$ cat src/rtl/vct_pkg.sv
// shared types, widths and codes for the virtual channel table
package vct_pkg;

  localparam int NUM_SLOTS_DEF = 1024;

  localparam int OP_W     = 2;
  localparam int NODE_W   = 8;
  localparam int KIND_W   = 8;
  localparam int SLOT_W   = 10;
  localparam int TAG_W    = 28;
  localparam int SEQ_W    = 4;
  localparam int TAGH_W   = TAG_W - SEQ_W;
  localparam int USED_W   = 11;
  localparam int PCT_W    = 7;
  localparam int PERCENT  = 100;

  typedef enum logic [OP_W-1:0] {
    OP_ALLOC = 2'd0,
    OP_FREE  = 2'd1,
    OP_SEND  = 2'd2,
    OP_RECV  = 2'd3
  } vct_op_t;

  typedef struct packed {
    vct_op_t             op;
    logic [NODE_W-1:0]   peer;
    logic [KIND_W-1:0]   chan_kind;
    logic [SLOT_W-1:0]   slot;
  } vct_in_t;

  typedef struct packed {
    logic                ok;
    logic [SLOT_W-1:0]   handle;
    logic [TAG_W-1:0]    tag;
    logic [NODE_W-1:0]   peer_out;
    logic [USED_W-1:0]   used_count;
    logic [PCT_W-1:0]    used_percent;
  } vct_out_t;

  typedef enum logic [3:0] {
    S_CLEAR = 4'b0001,
    S_IDLE  = 4'b0010,
    S_READ  = 4'b0100,
    S_CHECK = 4'b1000
  } vct_state_t;

  typedef struct packed {
    logic clr;
    logic take;
    logic step;
    logic commit;
  } vct_cmd_t;

  typedef struct packed {
    logic clr_last;
    logic is_alloc;
    logic reject;
    logic used_bit;
    logic out_free;
  } vct_stat_t;

endpackage

$ cat src/rtl/vct_ctrl.sv
// sequencing state machine for the virtual channel table
module vct_ctrl import vct_pkg::*; (
  input  logic      clk,
  input  logic      rst_n,
  input  logic      in_valid,
  output logic      in_ready,
  input  vct_stat_t stat,
  output vct_cmd_t  cmd
);

  vct_state_t state_r, state_nxt;

  always_ff @(posedge clk) begin
    if (!rst_n) begin
      state_r <= S_CLEAR;
    end else begin
      state_r <= state_nxt;
    end
  end

  always_comb begin
    state_nxt = state_r;
    cmd       = '0;
    in_ready  = 1'b0;
    case (state_r)
      S_CLEAR: begin
        cmd.clr = 1'b1;
        if (stat.clr_last) begin
          state_nxt = S_IDLE;
        end
      end
      S_IDLE: begin
        in_ready = 1'b1;
        if (in_valid) begin
          cmd.take  = 1'b1;
          state_nxt = S_READ;
        end
      end
      S_READ: begin
        state_nxt = S_CHECK;
      end
      S_CHECK: begin
        // occupied slot during a scan: probe the next one
        if (stat.is_alloc && !stat.reject && stat.used_bit) begin
          cmd.step  = 1'b1;
          state_nxt = S_READ;
        end else if (stat.out_free) begin
          cmd.commit = 1'b1;
          state_nxt  = S_IDLE;
        end
      end
      default: begin
        state_nxt = S_CLEAR;
      end
    endcase
  end

endmodule

$ cat config.mk
export PLATFORM = sky130hd
export DESIGN_NAME = vct_ctrl
export DESIGN_NICKNAME = d
export VERILOG_FILES = /design/src/rtl/vct_pkg.sv /design/src/rtl/vct_ctrl.sv
export SDC_FILE = /design/constraint.sdc
export NUM_CORES = 1
export LEC_CHECK = 0
export BUFFER_PORTS_ARGS = -buffer_cell sky130_fd_sc_hd__buf_2
export CAP_MARGIN = 10
export CORE_AREA = 2 2 39 41
export CTS_CLUSTER_DIAMETER = 120
export DETAILED_ROUTE_END_ITERATION = 10
export DIE_AREA = 0 0 41 43
export PLACE_DENSITY_LB_ADDON = 0.25
export SKIP_CTS_REPAIR_TIMING = 1
export SLEW_MARGIN = 15
export SYNTH_ARGS = -nofsm -noshare
export SYNTH_HDL_FRONTEND = slang
export SYNTH_SLANG_ARGS = --single-unit
$ cat constraint.sdc
create_clock -name clk -period 1.5 [get_ports clk]
set_clock_uncertainty 0.2 [all_clocks]
set_input_delay 0.45 -clock clk [delete_from_list [all_inputs] [get_ports clk]]
set_output_delay 0.45 -clock clk [all_outputs]
set_load 0.01 [all_outputs]
Word-level counts from Yosys, hierarchy flattened --
Index checks and enable logic that the tools add are counted.
Word-level totals: register bits 4, bits in latches 0, memory bits (writable) 0, bits in read-only memories 0, output and inout bits 5, memories kept 0
Cells by class: add/subtract/negate cells 0, multiply operators 0, divide/modulo/power cells 0, order comparisons 0, eq/ne operators 7, shifts and indexed selects 0, multiplexer cells 13, bitwise operators 0, reductions and logical operators 4
Operators by type and width (number):
- $mux 4 | 4
- $pmux 4 s4 | 1
- $mux 1 | 7
- $eq 4x1->1 const B | 1
- $eq 4x2->1 const B | 1
- $eq 4x3->1 const B | 1
- $eq 4x4->1 const B | 1
- $ne 2x2->1 const B | 2
- $ne 3x3->1 const B | 1
- $reduce_and 3->1 | 1
- $logic_and 1x1->1 | 2
- $mux 2 | 1
- $logic_not 1->1 | 1

Longest topological paths before layout --
Gate-level depths: netlist of the first run.
depth after elaboration 5, gate-level depth with buffers 3, mapped depth without buffers 3

Worst setup path before layout of the first run --
OpenSTA, ideal clock, no wires.
kind register -> output, from register state_r[3], to output port cmd[2] in the netlist's numbering, arrival time 1.122 ns, setup slack -0.272 ns, cell stages (with the launch flop) 3, buffers on the path 0, path through dfxtp_1 > nor4b_2 > and2_1
RTL lines:
- start, declared | RTL line vct_ctrl.sv:11 | vct_state_t state_r, state_nxt;
- start signal, assigned | RTL line vct_ctrl.sv:17 | state_r <= state_nxt;
- end, declared | RTL line vct_ctrl.sv:8 | output vct_cmd_t cmd

==> qor.yml, run 1 <==
timing:
  fin_crit_ns: 1.987
  tightest_slew_ns: 0.2873
  hold_viol: 0
  max_freq_mhz: 503.3
  slew_headroom: 0.8080
  setup_ws_ns: -0.4868
  setup_violations: 7
  fin_crit_sh: 1.325
  rsz0062_at_grt: "true"
  slew_viol_final: 0
  finalSetupTns_ns: -2.383
global_route:
  grt_antenna_before_repair: 0
  grt_pass1_vias: 348
  grt_use_total: 0.1103
  grt_pass1_wl_um: 1352
  grt_remaining_overflow: 0
  grt_max_degree: 6
placed_design:
  portBuffers: 12
  gp_congestion: 0.7622
  dpl_cell_area_um2: 452.9
  place_hpwl_um: 640.5
setup_path:
  start_kind: "register"
  criticalPathCategory: "reg -> out"
  worstRegToRegCells: 3
  worstPathMaxFanout: 4
  crit_required_ns: 0.85
  end_kind: "output port"
  crit_arrival_ns: 1.34
floorplan:
  design.core.area_mm2: 0.001384
  die_h_um: 43
  die_area_mm2: 0.001763
  pin_count: 13
  start_util: 0.2061
  rows: 14
  die_x_um: 41
yosys:
  synth_fa_ha_area_frac: 0
  ys_ff_latch: 4
  synth.avg_cell_area_um2: 8.915
  ys_seq_area_frac: 0.2807
  synth_mux_area_frac: 0
  synth_top_family_by_area: "simple AND/OR/NAND/NOR gates"
  synthDistinctLibCells: 22
  netlist_area_um2: 285.3
  syn_inst: 32
  synth_compound_area_frac: 0.2500
  synthXorXnorAreaFrac: 0
  yosys_warnings: 0
  yosys.area_share.simple: 0.4298
  synthesis.nets: 40
drt:
  antenna_left: 0
  wl_per_cell_um: 11.04
  viasPerCell: 4.658
  first_pass_iters: 2
  drt_wl_total_um: 806
  first_iter_violations: 2
  vias: 340
  drc_errors: 0
cells_and_area:
  final_cell_mix: "buf_2 (11), buf_4 (9), nand3b_1 (3), clkbuf_4 (3), dfxtp_2 (3)"
  multi_input_area_um2: 220.2
  area_growth_pct: 77.63
  final_common_cell: "buf_2"
  antenna_cells: 0
  reg_top3: "state_r: 4 flops"
  final_cell_area_um2: 506.7
  fillers: 156
  drive_gt1_frac: 0.6491
  final_nets: 67
  top_register: "state_r"
  largest_register_ffs: 4
  seqCellArea_um2: 87.58
clock_tree:
  cts_num_sinks: 4
  numCtsBuffers: 3
  root_buffer: "clkbuf_4"
  clk_pin_slew_ns: 0.04
  clk_latency_ns: 0.23
  h-tree-depth: 1
  cts_buffer_depth: 2
  cts_tree: "yes"
worst_hold_path:
  hold_class: "in -> reg"
  worstHoldPathCells: 2
job:
  max_cap_viol_count: 0
run_status:
  status: "complete, but fails checks"
  violations: "negative setup slack"
pwr:
  vdd_drop_max_uv: 333.4
  p_per_area_mw_per_mm2: 679.7
  p_leak_nw: 0.2282
==> final timing paths <==
check / end / startpoint / slack, ns
max: cmd[1] / state_r[0]$_SDFFE_PN1P_ / -0.49
min: state_r[0]$_SDFFE_PN1P_ / rst_n / 0.23
max reg2reg: state_r[3]$_SDFFE_PN0P_ / state_r[0]$_SDFFE_PN1P_ / -0.20
min reg2reg: state_r[0]$_SDFFE_PN1P_ / state_r[1]$_SDFFE_PN0P_ / 0.47
==> critical path, stage by stage (launching register included) <==
cell and delay (ns):
dfxtp_2 0.33, or4b_4 0.57, nor2_4 0.10, buf_6 0.10
==> synthesized netlist by cell type <==
cell	instances	area share
o21ai_0	2	0.035
nor4b_1	1	0.031
or4b_4	1	0.048
a311oi_1	1	0.031
and3_1	2	0.044
o21a_1	1	0.026
a211oi_1	1	0.026
or4b_1	1	0.035
a211oi_2	1	0.044
nor2_1	2	0.026
inv_1	3	0.039
and2_1	1	0.022
o32a_1	1	0.035
dfxtp_1	4	0.28
or2_2	1	0.022
o31ai_1	1	0.026
nor4b_2	1	0.053
nand2b_1	1	0.022
nand3b_1	3	0.079
and3b_1	1	0.031
a22oi_1	1	0.026
nor3_1	1	0.018
==> per-layer routing <==
metal	vias up	share of wire	GRT usage
li1	177	-	-
met1	155	0.47	0.1474
met2	8	0.49	0.1625
met3	0	0.043	0.04712
met4	0	0	0.02000
met5	-	0	0
==> area by class of cell <==
cell class                      instances  share of cell area
Clock buffer                            3             0.04444
Inverter                                3             0.02222
Tap cell                               16             0.03951
Sequential cell                         4              0.1728
Multi-Input combinational cell         25              0.4346
Timing Repair Buffer                   22              0.2864
==> per-stage QoR <==
| step | worst slack (ns) | total power, mW | hold slack (ns) | util | std cells |
|---|---|---|---|---|---|
| after floorplan | -0.1450 | 0.1643 | 0.3261 | - | 32 |
| after global placement | -0.2545 | 0.2147 | 0.4666 | 0.3273 | 69 |
| after detailed placement | -0.2566 | 0.2133 | 0.4606 | 0.3273 | 69 |
| after CTS | -0.5149 | 0.3527 | 0.2129 | 0.3436 | 72 |
| after global routing | -0.5319 | 0.3719 | 0.2418 | 0.3662 | 73 |
| final | -0.4868 | 0.3444 | 0.2327 | 0.3662 | 73 |
==> cell families (layout without fill, tap and decap cells) <==
family	Yosys count	in the layout
simple gates	16	16
flops	4	4
compound gates	9	9
buf+inv	3	28
==> report_power, final <==
group	switching [mW]	internal, mW	total, mW
clock network	0.0413	0.0893	0.131
logic	0.0406	0.0519	0.0925
registers	0.00792	0.113	0.121
No activity file was read; power rests on OpenSTA's default activity.
==> inputs of run 2 (changes only) <==
--- a/config.mk
+++ b/config.mk
@@ -7,2 +7,3 @@
 export LEC_CHECK = 0
+export ABC_AREA = 0
 export BUFFER_PORTS_ARGS = -buffer_cell sky130_fd_sc_hd__buf_2
==> constraint.sdc (replaced) <==
create_clock -name clk -period 1.5 [get_ports clk]
set_clock_uncertainty 0.2 [all_clocks]
set_input_delay 0.075 -clock clk [delete_from_list [all_inputs] [get_ports clk]]
set_output_delay 0.075 -clock clk [all_outputs]
set_load 0.01 [all_outputs]
==> run 2 against run 1 <==
The run still ends with negative setup slack left. Sequential power about the same. Sequential cell count unchanged. Combinational power up 30%. Die area unchanged. First-iteration DRC count rose to 4.5 times the previous value. Worst hold slack worse by 0.20 ns. Via count up 8.5%. Sequential share of layout area down 2.6 points. Largest cell class unchanged.
==> qor.yml, run 2 (synthesis results as in run 1) <==
cells_and_area:
  area_growth_pct: 100.0
  top_register: "state_r"
  reg_top3: "state_r: 4 flops"
  final_nets: 70  # +4.5%
  largest_register_ffs: 4  # unchanged
  drive_gt1_frac: 0.6500  # +0.0008772
  final_cell_mix: "buf_2 (10), buf_4 (7), buf_6 (5)"
  antenna_cells: 0  # unchanged
  final_common_cell: "buf_2"
timing:
  tightest_slew_ns: 0.2405  # -0.04680 ns
  slew_headroom: 0.8397  # +0.03170
  rsz0062_at_grt: "true"
  slew_viol_final: 0  # unchanged
  setup_ws_ns: -0.2068  # +0.2800 ns
  setup_violations: 7  # unchanged
  fin_crit_sh: 1.138  # -0.1867
  max_freq_mhz: 585.9  # +16%
  hold_viol: 0  # unchanged
  whs_ns: 0.03273  # -0.2000 ns
  fin_crit_ns: 1.707  # -0.2800 ns
floorplan:
  die_h_um: 43  # unchanged
  pin_count: 13  # unchanged
  die_x_um: 41  # unchanged
  design.core.area_mm2: 0.001384  # unchanged
  start_util: 0.2061  # unchanged
  rows: 14  # unchanged
  die_area_mm2: 0.001763  # unchanged
pwr:
  p_sw_frac: 0.2738  # +0.01283
  p_comb_frac: 0.320  # +0.051
  p_int_mw: 0.2727  # +7.1%
  p_leak_nw: 0.2475  # +8.4%
  seqPwrFrac: 0.320  # -0.032
  vdd_drop_max_uv: 298.5  # -10%
  p_switching_mw: 0.1028  # +14%
  p_per_area_mw_per_mm2: 658.3  # -3.2%
  clkPwrFrac: 0.359  # -0.020
job:
  max_cap_viol_count: 0  # unchanged
clock_tree:
  h-tree-depth: 1  # unchanged
  clk_latency_ns: 0.24  # about the same
  cts_num_sinks: 4  # unchanged
  cts_tree: "yes"
  numCtsBuffers: 3  # unchanged
  root_buffer: "clkbuf_4"
  cts_buffer_depth: 2  # unchanged
  clk_pin_slew_ns: 0.04  # about the same
setup_path:
  crit_path_top_delay_cell: "or4b_4"
  worstRegToRegCells: 3  # unchanged
  start_kind: "register"
  worstPathMaxFanout: 4  # unchanged
  path_buf_inv: 2  # +1
  crit_arrival_ns: 1.43  # +0.09 ns
  critPathTopFamily: "simple AND/OR/NAND/NOR gates"
  cpPeakStageDelay_ns: 0.55  # -0.02 ns
  crit_required_ns: 1.22  # +0.37 ns
  criticalPathCategory: "reg -> out"
  end_kind: "output port"
  crit_cells: 4  # +1
  crit_chain: "or4b_4, buf_6, nor2_2, buf_2"
drt:
  first_iter_violations: 9  # +7
  vias: 369  # +8.5%
  drc_errors: 0  # unchanged
  drt_wl_total_um: 909  # +13%
  viasPerCell: 4.855  # +4.2%
  antenna_left: 0  # unchanged
  wl_per_cell_um: 11.96  # +8.3%
  first_pass_iters: 3  # +1
worst_hold_path:
  worstHoldPathCells: 3  # +1
  hold_class: "in -> reg"
run_status:
  status: "complete, but fails checks"
  violations: "negative setup slack"
global_route:
  grt_antenna_before_repair: 0  # unchanged
  grt_max_degree: 7  # +1
  grt_pass1_wl_um: 1207  # -11%
  grt_pass1_vias: 301  # -14%
  grt_use_total: 0.1042  # -0.006123
  grt_remaining_overflow: 0  # unchanged
placed_design:
  place_hpwl_um: 637.7  # -0.44%
  dp_slack_ns: -0.1112  # +0.1454 ns
  portBuffers: 12  # unchanged
  gp_congestion: 0.6872  # -9.8%
## run 2: power by group through the flow
stage | combinational [mW] | clock (mW) | sequential [mW]
finish | 0.120 | 0.135 | 0.120
global route | 0.131 | 0.143 | 0.121
CTS | 0.0827 | 0.140 | 0.119
detailed placement | 0.0822 | 0 | 0.121
global placement | 0.0837 | 0 | 0.121
floorplan | 0.0343 | 0 | 0.125
## run 2: stage by stage
step / std cells / instance area, µm² / power, mW / util / TNS (ns)
after floorplan: 32 / 289.0 / 0.1590 / - / -0.1440
after global placement: 68 / 429.2 / 0.2043 / 0.3101 / -0.1135
after detailed placement: 68 / 429.2 / 0.2028 / 0.3101 / -0.1236
after CTS: 71 / 451.7 / 0.3416 / 0.3264 / -1.102
after global routing: 76 / 570.5 / 0.3958 / 0.4123 / -1.226
final: 76 / 570.5 / 0.3756 / 0.4123 / -0.8646
## run 2: tightest hold or removal path, cell delays in order
cell and delay [ns]:
buf_2 0.11, o21ai_2 0.19, a211oi_2 0.05
## run 2: per-layer routing
metal | up-vias | track usage | wire length [µm]
met5 | - | 0 | 0
met4 | 0 | 0.06000 | 11
met3 | 2 | 0.04712 | 41
met2 | 11 | 0.1219 | 457
met1 | 171 | 0.1502 | 399
li1 | 185 | - | -
## run 2: final timing paths
path | slack, ns | startpoint | to
worst min register to register | 0.47 | state_r[1]$_SDFFE_PN0P_ | state_r[1]$_SDFFE_PN0P_
worst max-delay path | -0.21 | state_r[2]$_SDFFE_PN0P_ | cmd[1]
worst max register to register | -0.13 | state_r[2]$_SDFFE_PN0P_ | state_r[3]$_SDFFE_PN0P_
worst min-delay path | 0.03 | stat[4] | state_r[1]$_SDFFE_PN0P_
## run 2: area by class of cell
cell class              count  area [µm²]
flip-flops and latches      4       83.83
clock buffers               3       22.52
repair buffers             25       188.9
well taps                  16       20.02
fillers                   144       813.3
multi-input cells          25       244.0
inverters                   3       11.26
==> inputs of run 3 (changes only) <==
Settings changed: PLACE_DENSITY_LB_ADDON 0.25 to unset.
==> run 3 against run 2 <==
The flow finishes with violations (negative hold slack, negative setup slack). Die area did not move. Sequential share of layout area grew 1.9 points. Largest cell class unchanged. Setup slack improved by 0.014 ns. Total power fell by 7.9%. Highest routed layer is now met3.
==> qor.yml, run 3 (synthesis results as in run 1) <==
cells_and_area:
  antenna_cells: 0  # unchanged
  final_cell_mix: "buf_2 (11), buf_4 (5), buf_6 (4), dfxtp_2 (4)"
  drive_gt1_frac: 0.5614  # -0.08860
  final_common_cell: "buf_2"
  stdcell_count: 73  # -3.9%
  largest_register_ffs: 4  # unchanged
  top_register: "state_r"
  reg_top3: "state_r: 4 flops"
  final_nets: 67  # -4.3%
  area_growth_pct: 80.26
global_route:
  grt_use_total: 0.09447  # -0.009736
  grt_pass1_vias: 295  # -2.0%
  grt_antenna_before_repair: 0  # unchanged
  grt_pass1_wl_um: 1145  # -5.1%
  grt_remaining_overflow: 0  # unchanged
  grt_max_degree: 7  # unchanged
drt:
  first_pass_iters: 2  # -1
  route.met2.wl_um: 406  # -11%
  drc_errors: 0  # unchanged
  wl_per_cell_um: 10.96  # -8.4%
  vias: 343  # -7.0%
  viasPerCell: 4.699  # -3.2%
  drt_wl_total_um: 800  # -12%
  antenna_left: 0  # unchanged
  route.top_layer_used: "met3"
  drt-met1-wl_um: 335  # -16%
  first_iter_violations: 6  # -3
  wl_met3_um: 58  # +41%
timing:
  max_freq_mhz: 590.6  # +0.80%
  finalSetupTns_ns: -0.6208  # +0.2439 ns
  slew_viol_final: 0  # unchanged
  fin_crit_ns: 1.693  # -0.01356 ns
  hold_viol: 1  # +1
  tightest_slew_ns: 0.2130  # -0.02749 ns
  whs_ns: -0.01065  # -0.04338 ns
  fin_crit_sh: 1.129  # -0.009041
  slew_headroom: 0.8574  # +0.01772
  setup_ws_ns: -0.1932  # +0.01356 ns
  setup_violations: 6  # -1
  rsz0062_at_grt: "true"
pwr:
  vdd_drop_max_uv: 532.3  # +78%
  p_leak_nw: 0.2291  # -7.4%
  finalPower_mw: 0.3460  # -7.9%
  p_per_area_mw_per_mm2: 672.9  # +2.2%
setup_path:
  crit_chain: "or4b_4, buf_6, nor2_1, buf_2"
  rr_startpoint: "state_r[1]$_SDFFE_PN0P_"
  end_kind: "output port"
  cpPeakStageDelay_ns: 0.55  # about the same
  r2r_setup_slack_ns: -0.14  # about the same
  crit_path_top_delay_cell: "or4b_4"
  crit_arrival_ns: 1.42  # about the same
  r2r-end: "state_r[3]$_SDFFE_PN0P_"
  start_kind: "register"
  worstRegToRegCells: 3  # unchanged
  crit_required_ns: 1.22  # about the same
  worstPathMaxFanout: 3  # -1
  criticalPathCategory: "reg -> out"
floorplan:
  die_area_mm2: 0.001763  # unchanged
  die_x_um: 41  # unchanged
  design.core.area_mm2: 0.001384  # unchanged
  pin_count: 13  # unchanged
  start_util: 0.2061  # unchanged
  rows: 14  # unchanged
  die_h_um: 43  # unchanged
worst_hold_path:
  min_to: "state_r[1]$_SDFFE_PN0P_"
  min_from: "stat[0]"
  hold_class: "in -> reg"
  worstHoldPathCells: 3  # unchanged
job:
  max_cap_viol_count: 0  # unchanged
clock_tree:
  clk_latency_ns: 0.23  # about the same
  cts_buffer_depth: 2  # unchanged
  clk_pin_slew_ns: 0.04  # about the same
  h-tree-depth: 1  # unchanged
  numCtsBuffers: 3  # unchanged
  cts_tree: "yes"
  root_buffer: "clkbuf_4"
  cts_num_sinks: 4  # unchanged
placed_design:
  gp_congestion: 0.7186  # +4.6%
  portBuffers: 12  # unchanged
  place_inst: 66  # -2.9%
  place_hpwl_um: 605.8  # -5.0%
  dp_slack_ns: -0.1099  # +0.001319 ns
run_status:
  violations: "negative hold slack, negative setup slack"
  status: "complete, but fails checks"
## run 3: metal layers
| layer | GRT usage | up-vias |
|---|---|---|
| li1 | - | 176 |
| met1 | 0.1161 | 154 |
| met2 | 0.1406 | 13 |
| met3 | 0.05236 | 0 |
| met4 | 0.02000 | 0 |
| met5 | 0 | - |
## run 3: final cells by class
type	instances	area, µm²
multi-input cells	25	217.7
clock buffers	3	22.52
inverters	3	11.26
repair buffers	22	157.7
flip-flops and latches	4	85.08
well taps	16	20.02
fillers	153	869.6
## run 3: how the worst max path moves through the flow
stage | slack [ns] | from | end
final | -0.19 | state_r[1]$_SDFFE_PN0P_ | cmd[1]
after global routing | -0.23 | state_r[1]$_SDFFE_PN0P_ | cmd[1]
after CTS | -0.21 | state_r[1]$_SDFFE_PN0P_ | cmd[1]
after detailed placement | -0.11 | state_r[1]$_SDFFE_PN0P_ | state_r[3]$_SDFFE_PN0P_
after global placement | -0.09 | state_r[1]$_SDFFE_PN0P_ | state_r[3]$_SDFFE_PN0P_
after floorplan | -0.11 | state_r[1]$_SDFFE_PN0P_ | state_r[3]$_SDFFE_PN0P_
## run 3: stage by stage
stage            util  instance area [µm²]
2_1_floorplan       -                289.0
3_5_place_dp   0.2993                414.1
4_1_cts        0.3156                436.7
5_1_grt        0.3716                514.2
3_3_place_gp   0.2993                414.1
6_report       0.3716                514.2
## run 3: power breakdown
part           total [mW]  leakage [nW]  switching [mW]  internal [mW]
combinational      0.0921         0.182          0.0427         0.0493
clock               0.134        0.0138          0.0446         0.0896
sequential          0.120        0.0337         0.00501          0.115
## run 3: worst max-delay path, delay by kind of cell, from the launching register on
kind                   cells  cell delay [ns]
and+or+nand+nor            2             0.62
DFF                        1             0.31
buffers and inverters      2             0.26
